[src/rtl/assert_macros.svh]
// assertion macros shared by the rtl files
`ifndef ASSERT_MACROS_SVH
`define ASSERT_MACROS_SVH

// a holds at an edge implies b holds at the same edge
`define ASSERT_SAME(label, clk, rst_n, a, b) \
	label: assert property (@(posedge clk) disable iff (!rst_n) (a) |-> (b)) \
		else $error("assertion failed");

// a holds at an edge implies b holds at the next edge
`define ASSERT_NEXT(label, clk, rst_n, a, b) \
	label: assert property (@(posedge clk) disable iff (!rst_n) (a) |=> (b)) \
		else $error("assertion failed");

`endif

[src/rtl/sfr_pkg.sv]
// package: frame constants and the result struct of the sensor frame receiver
package sfr_pkg;
	localparam int WORD_COUNT = 10;
	localparam int WORD_W = 16;
	localparam logic [7:0] SYNC_FIRST = 8'hAA;
	localparam logic [7:0] SYNC_SECOND = 8'h55;
	localparam logic [4:0] POS_HUNT = 5'd0;
	localparam logic [4:0] POS_SYNC2 = 5'd1;
	localparam logic [4:0] POS_DATA = 5'd2;
	localparam logic [4:0] POS_CHECK = 5'd22;
	localparam logic [4:0] POS_LAST = 5'd23;
	localparam logic [4:0] FRAME_LEN = 5'd24;
	localparam logic [4:0] FIRST_LOW = 5'd3;

	typedef logic [WORD_COUNT-1:0][WORD_W-1:0] word_vec_t;

	typedef struct packed {
		logic      last_pos;
		logic      valid;
		logic      mismatch;
		word_vec_t words;
	} frame_res_t;
endpackage

[src/rtl/sfr_frame_core.sv]
// framing core: sync hunt, byte position, checksum sum and word assembly
`include "assert_macros.svh"

module sfr_frame_core (
	input  logic              clk,
	input  logic              arst_n,
	input  logic              in_fire,
	input  logic [7:0]        rx_byte,
	output sfr_pkg::frame_res_t res
);
	import sfr_pkg::*;

	logic [4:0]        count_q;
	logic [15:0]       sum_q;
	logic [7:0]        high_q;
	logic [7:0]        chk_hi_q;
	logic [WORD_W-1:0] store_q [WORD_COUNT];

	logic       hunting;
	logic       in_data;
	logic [3:0] widx;
	logic [4:0] pos_off;
	logic [4:0] count_d;

	assign hunting = (count_q == POS_HUNT) || (count_q >= FRAME_LEN);
	assign in_data = (count_q >= POS_DATA) && (count_q < POS_CHECK);
	assign pos_off = count_q - FIRST_LOW;
	assign widx = pos_off[4:1];

	always_comb begin
		if (hunting) begin
			count_d = (rx_byte == SYNC_FIRST) ? POS_SYNC2 : POS_HUNT;
		end else if (count_q == POS_SYNC2) begin
			count_d = (rx_byte == SYNC_SECOND) ? POS_DATA : POS_HUNT;
		end else if (count_q == POS_LAST) begin
			count_d = POS_HUNT;
		end else begin
			count_d = count_q + 5'd1;
		end
	end

	always_ff @(posedge clk or negedge arst_n) begin
		if (!arst_n) begin
			count_q <= POS_HUNT;
			sum_q <= '0;
			high_q <= '0;
			chk_hi_q <= '0;
		end else if (in_fire) begin
			count_q <= count_d;
			if (count_q == POS_SYNC2 && rx_byte == SYNC_SECOND) begin
				sum_q <= '0;
			end else if (in_data) begin
				sum_q <= sum_q + {8'd0, rx_byte};
			end
			if (in_data && !count_q[0]) begin
				high_q <= rx_byte;
			end
			if (count_q == POS_CHECK) begin
				chk_hi_q <= rx_byte;
			end
		end
	end

	always_ff @(posedge clk) begin
		if (in_fire && in_data && count_q[0]) begin
			store_q[widx] <= {high_q, rx_byte};
		end
	end

	always_comb begin
		res.last_pos = (count_q == POS_LAST);
		res.valid = in_fire && (count_q == POS_LAST);
		res.mismatch = ({chk_hi_q, rx_byte} != sum_q);
		for (int i = 0; i < WORD_COUNT; i++) begin
			res.words[i] = res.mismatch ? '0 : store_q[i];
		end
	end

	`ASSERT_SAME(a_res_at_last, clk, arst_n, res.valid, count_q == POS_LAST)
	`ASSERT_NEXT(a_resync_after_res, clk, arst_n, res.valid, count_q == POS_HUNT)
	`ASSERT_SAME(a_count_range, clk, arst_n, 1'b1, count_q < FRAME_LEN)
endmodule

[src/rtl/sensor_frame_receiver_top.sv]
// top level of the sensor frame receiver: input handshake, core and result register
// Takes one received byte per transfer, one per cycle, and frames 24-byte records:
// sync 0xAA then 0x55, twenty data bytes summed into a 16-bit wrapping checksum and
// paired into ten big-endian words, then the big-endian checksum. On the last byte
// one result is registered: frame_result 0 with the words, or 1 with all words zero
// on a checksum mismatch; then the receiver hunts for sync again. Each byte passes
// through the position counter and checksum adder, and the result appears
// the cycle after the last byte. Input is held off only when the last byte of a frame
// arrives while the previous result is still waiting to be taken.
`include "assert_macros.svh"

module sensor_frame_receiver_top (
	input  logic        clk,
	input  logic        arst_n,
	input  logic        in_valid,
	output logic        in_ready,
	input  logic [7:0]  rx_byte,
	output logic        out_valid,
	input  logic        out_ready,
	output logic        frame_result,
	output logic signed [15:0] roll_raw,
	output logic signed [15:0] pitch_raw,
	output logic signed [15:0] yaw_rate_raw,
	output logic signed [15:0] accel_x_raw,
	output logic signed [15:0] accel_y_raw,
	output logic signed [15:0] accel_z_raw,
	output logic [15:0] timer_word,
	output logic [15:0] temperature_word,
	output logic [15:0] part_word,
	output logic [15:0] device_status_word
);
	import sfr_pkg::*;

	frame_res_t res;
	logic       in_fire;
	logic       out_valid_q;
	logic       mismatch_q;
	word_vec_t  words_q;

	assign in_ready = !(res.last_pos && out_valid_q && !out_ready);
	assign in_fire = in_valid && in_ready;

	sfr_frame_core u_core (
		.clk     (clk),
		.arst_n  (arst_n),
		.in_fire (in_fire),
		.rx_byte (rx_byte),
		.res     (res)
	);

	always_ff @(posedge clk or negedge arst_n) begin
		if (!arst_n) begin
			out_valid_q <= 1'b0;
		end else if (res.valid) begin
			out_valid_q <= 1'b1;
		end else if (out_ready) begin
			out_valid_q <= 1'b0;
		end
	end

	always_ff @(posedge clk) begin
		if (res.valid) begin
			mismatch_q <= res.mismatch;
			words_q <= res.words;
		end
	end

	assign out_valid = out_valid_q;
	assign frame_result = mismatch_q;
	assign roll_raw = words_q[0];
	assign pitch_raw = words_q[1];
	assign yaw_rate_raw = words_q[2];
	assign accel_x_raw = words_q[3];
	assign accel_y_raw = words_q[4];
	assign accel_z_raw = words_q[5];
	assign timer_word = words_q[6];
	assign temperature_word = words_q[7];
	assign part_word = words_q[8];
	assign device_status_word = words_q[9];

	// a waiting result is never overwritten
	`ASSERT_SAME(a_no_overwrite, clk, arst_n, out_valid_q && !out_ready, !res.valid)
	`ASSERT_SAME(a_bad_zero, clk, arst_n, out_valid_q && mismatch_q, words_q == '0)
endmodule
[config.mk]
export PLATFORM = sky130hd
export DESIGN_NAME = sensor_frame_receiver_top
export DESIGN_NICKNAME = d
export VERILOG_FILES = /design/src/rtl/sfr_pkg.sv /design/src/rtl/sfr_frame_core.sv /design/src/rtl/sensor_frame_receiver_top.sv
export VERILOG_INCLUDE_DIRS = /design/src /design/src/rtl
export SDC_FILE = /design/constraint.sdc
export NUM_CORES = 1
export LEC_CHECK = 0
export BUFFER_PORTS_ARGS = -buffer_cell sky130_fd_sc_hd__buf_2
export CAP_MARGIN = 20
export CORE_UTILIZATION = 60
export CTS_CLUSTER_DIAMETER = 120
export DETAILED_ROUTE_END_ITERATION = 10
export GPL_TIMING_DRIVEN = 1
export PLACE_DENSITY = 0.82
export SETUP_SLACK_MARGIN = 0.5
export SLEW_MARGIN = 20
export SYNTH_ARGS = -nofsm -noshare
export SYNTH_HDL_FRONTEND = slang
export SYNTH_SLANG_ARGS = --single-unit
[constraint.sdc]
create_clock -name clk -period 12.4 [get_ports clk]
set_input_delay 1.24 -clock clk [delete_from_list [all_inputs] [get_ports clk]]
set_output_delay 1.24 -clock clk [all_outputs]
set_load 0.005 [all_outputs]
==> flow_metrics.env <==
export IMPL_clk_pin_slew_worst_paths_ns=0.06
export IMPL_setup_violations=0
export IMPL_finalHoldViolCount=0
export IMPL_htreeDepth=2
export IMPL_outcome="completed"
export IMPL_antenna_cells=0
export IMPL_slew_viol_final=0
export IMPL_clock_latency_ns=0.51
export IMPL_path_cells="ha_1, nand4b_2, o21ai_1, nor2_4, buf_4, buf_4"
export IMPL_cp_required_ns=12.53
export IMPL_dieArea_um2=22650
export IMPL_place_hpwl_mm=15.46
export IMPL_cts_tree="done"
export IMPL_die_width_um=150.5
export IMPL_grt_pass1_vias=6645
export IMPL_worstHoldPathType="flip-flop to flip-flop"
export IMPL_crit_top_cell="buf_4"
export IMPL_start_kind="flip-flop"
export IMPL_synthCells=741
export IMPL_min_period_ns=3.704
export IMPL_yosysSeqAreaShare_pct=80.05
export IMPL_routed_via_density=5.635
export IMPL_core_area_um2=21290
export IMPL_antenna_found_initial=0
export IMPL_synth_main_ff_cell="edfxtp_1"
export IMPL_critPathArrivalTime_ns=3.83
export IMPL_async_flop_share_pct=10.58
export IMPL_row_count=53
export IMPL_fin_tns_setup_ns=0
export IMPL_grt_overflow=0
export IMPL_initial_core_util_pct=62.15
export IMPL_synth_nets=766
export IMPL_maxCapViolCount=0
export IMPL_io_pins=175
export IMPL_cts_hold_buffers=0
export IMPL_grt_util_all_layers_pct=23.44
export IMPL_crit_path_end_kind="flip-flop"
export IMPL_postCtsResizedCells=0
export IMPL_syn_area_um2=13230
export IMPL_vias=6988
export IMPL_io_buffers=174
export IMPL_max_vdd_ir_drop_uv=133.8
export IMPL_finish_net_count=963
export IMPL_slowest_stage="buf_4"
export IMPL_total_leakage_power_nw=5.776
export IMPL_routed_wl_mm=25.87
export IMPL_root_buffer="clkbuf_16"
export IMPL_fill_cells=1259
export IMPL_rsz0062_at_grt="false"
export IMPL_cts_buffers=36
export IMPL_clock_path_buffers=3
export IMPL_p_per_area_nw_per_um2=178.0
export IMPL_tightest_slew_ns=1.028
export IMPL_drt_pass1_iter_count=5
export IMPL_die_h_um=150.5
export IMPL_critical_path_buf_inv_count=2
export IMPL_yosys_warnings=0
export IMPL_fmax_ghz=0.2699
export IMPL_post_route_util_pct=72.94
export IMPL_gp_congestion=0.8811
export IMPL_synth_edf_count=321
export IMPL_drive_gt1_share_pct=27.67
export IMPL_cp_max_fo=83
export IMPL_ant_nets=0
export IMPL_crit_family="buffers and inverters"
export IMPL_routedWlPerCell_um=20.87
export IMPL_period_share_pct=29.87
export IMPL_finClkSkew_ns=0.01557
export IMPL_grt_max_degree=91
export IMPL_drt_iter0_drc=512
export IMPL_max_stage_delay_ns=0.92
export IMPL_synth_avg_cell_area_um2=17.85
export IMPL_largest_reg_flops=160
export IMPL_synth_distinct_cells=61
export IMPL_top_register="u_core.store_q"
export IMPL_yosys_register_bits=359
export IMPL_grt_pass1_wl_mm=38.18
export IMPL_worstSetupPathType="flip-flop to flip-flop"
export IMPL_maxSlewHeadroom_pct=31.45
export IMPL_cts_setup_buffers=0
export IMPL_area_growth_pct=17.35
export IMPL_drc=0
export IMPL_clock_sinks=359
==> final cells by class <==
cell class	instances	area [um2]	area share, %
clock buffers	51	1010	6.503
clock inverters	14	128.9	0.8300
inverters	10	37.54	0.2418
multi-input cells	345	2455	15.81
flip-flops and latches	359	10590	68.21
well taps	275	344.1	2.216
repair buffers	186	960.9	6.189
==> cells in the final DEF, fill, tap and decap left out, types with 8 or more instances in the layout <==
| cell type | n |
|---|---|
| o21ai_0 | 9 |
| nor2_1 | 8 |
| and2_1 | 161 |
| inv_1 | 10 |
| dfrtp_1 | 38 |
| ha_1 | 12 |
| buf_4 | 12 |
| nand2_1 | 13 |
| clkbuf_1 | 12 |
| buf_2 | 174 |
| mux2_2 | 16 |
| xnor2_1 | 11 |
| clkbuf_16 | 38 |
| edfxtp_1 | 321 |
| a21oi_1 | 12 |
==> cell families after synthesis <==
logic type               count (synthesis)  synth area share, %
AND/OR/NAND/NOR                        241                11.37
AO/OA/AOI/OAI                           56                2.951
multiplexers                            18                1.513
XOR/XNOR                                17                1.125
adder cells (fa/ha/maj)                 13                1.286
flip-flops                             359                80.05
buffers and inverters                   37                1.712
==> synthesized netlist by cell type, drive strengths merged (2+ instances only) <==
library cell	instances	area, um2
edfxtp	321	9639
and2	161	1007
dfrtp	38	950.9
buf	18	153.9
mux2	16	180.2
nand2	14	55.06
a21oi	12	60.06
ha	12	150.1
nor2	12	50.05
xnor2	11	96.34
inv	10	37.54
o21ai	10	50.04
clkbuf	9	35.03
nor3	9	45.04
a22o	7	61.31
nor4	7	65.06
xor2	6	52.55
nand2b	5	31.28
nand3	5	30.03
nand4	4	25.02
o31ai	4	30.03
or3	4	25.02
a21o	3	22.52
and3	3	18.77
nor3b	3	22.52
nor4bb	3	30.03
o21bai	3	22.52
or4	3	22.52
a211oi	2	15.01
mux2i	2	20.02
nand4b	2	23.77
nor2b	2	12.51
nor4b	2	23.77
o211ai	2	15.01
o21a	2	15.01
==> routing by layer <==
layer / vias up / wire length (um) / global-route usage, %
met5: - / 0 / 0
met4: 0 / 644 / 7.879
met3: 54 / 2145 / 4.727
met2: 342 / 12490 / 37.81
met1: 3455 / 10590 / 32.23
li1: 3137 / - / -
==> final timing paths <==
path / to / cells past startpoint / start / slack, ns
max reg2reg: timer_word[12] / 6 / u_core.count_q[0] / 8.70
max in group asynchronous: u_core.sum_q[3] / 1 / arst_n / 11.00
min in group asynchronous: u_core.count_q[0] / 1 / arst_n / 0.85
min: u_core.sum_q[7] / 1 / u_core.sum_q[7] / 0.50
min reg2reg: u_core.sum_q[7] / 1 / u_core.sum_q[7] / 0.50
max: timer_word[12] / 6 / u_core.count_q[0] / 8.70
==> stage by stage <==
step / setup WS (ns) / hold slack (ns) / total power (W) / std cells / area (um2)
after global placement: 8.485 / 0.4871 / 0.001733 / 1175 / 14380
after CTS: 8.700 / 0.5025 / 0.002774 / 1240 / 15520
after floorplan: 3.472 / 0.4698 / 0.001638 / 741 / 13230
after global routing: 8.454 / 0.5108 / 0.002851 / 1240 / 15530
after detailed placement: 8.403 / 0.4981 / 0.001749 / 1175 / 14380
final: 8.696 / 0.5049 / 0.002764 / 1240 / 15530
==> where the power goes <==
part           internal, W  switching, W  leakage (nW)
combinational     0.000103      0.000147          1.79
clock             0.000611      0.000422         0.556
sequential         0.00138     0.0000954          3.42
total              0.00210      0.000665          5.78
Note: power is estimated with default switching activity, not from simulation.
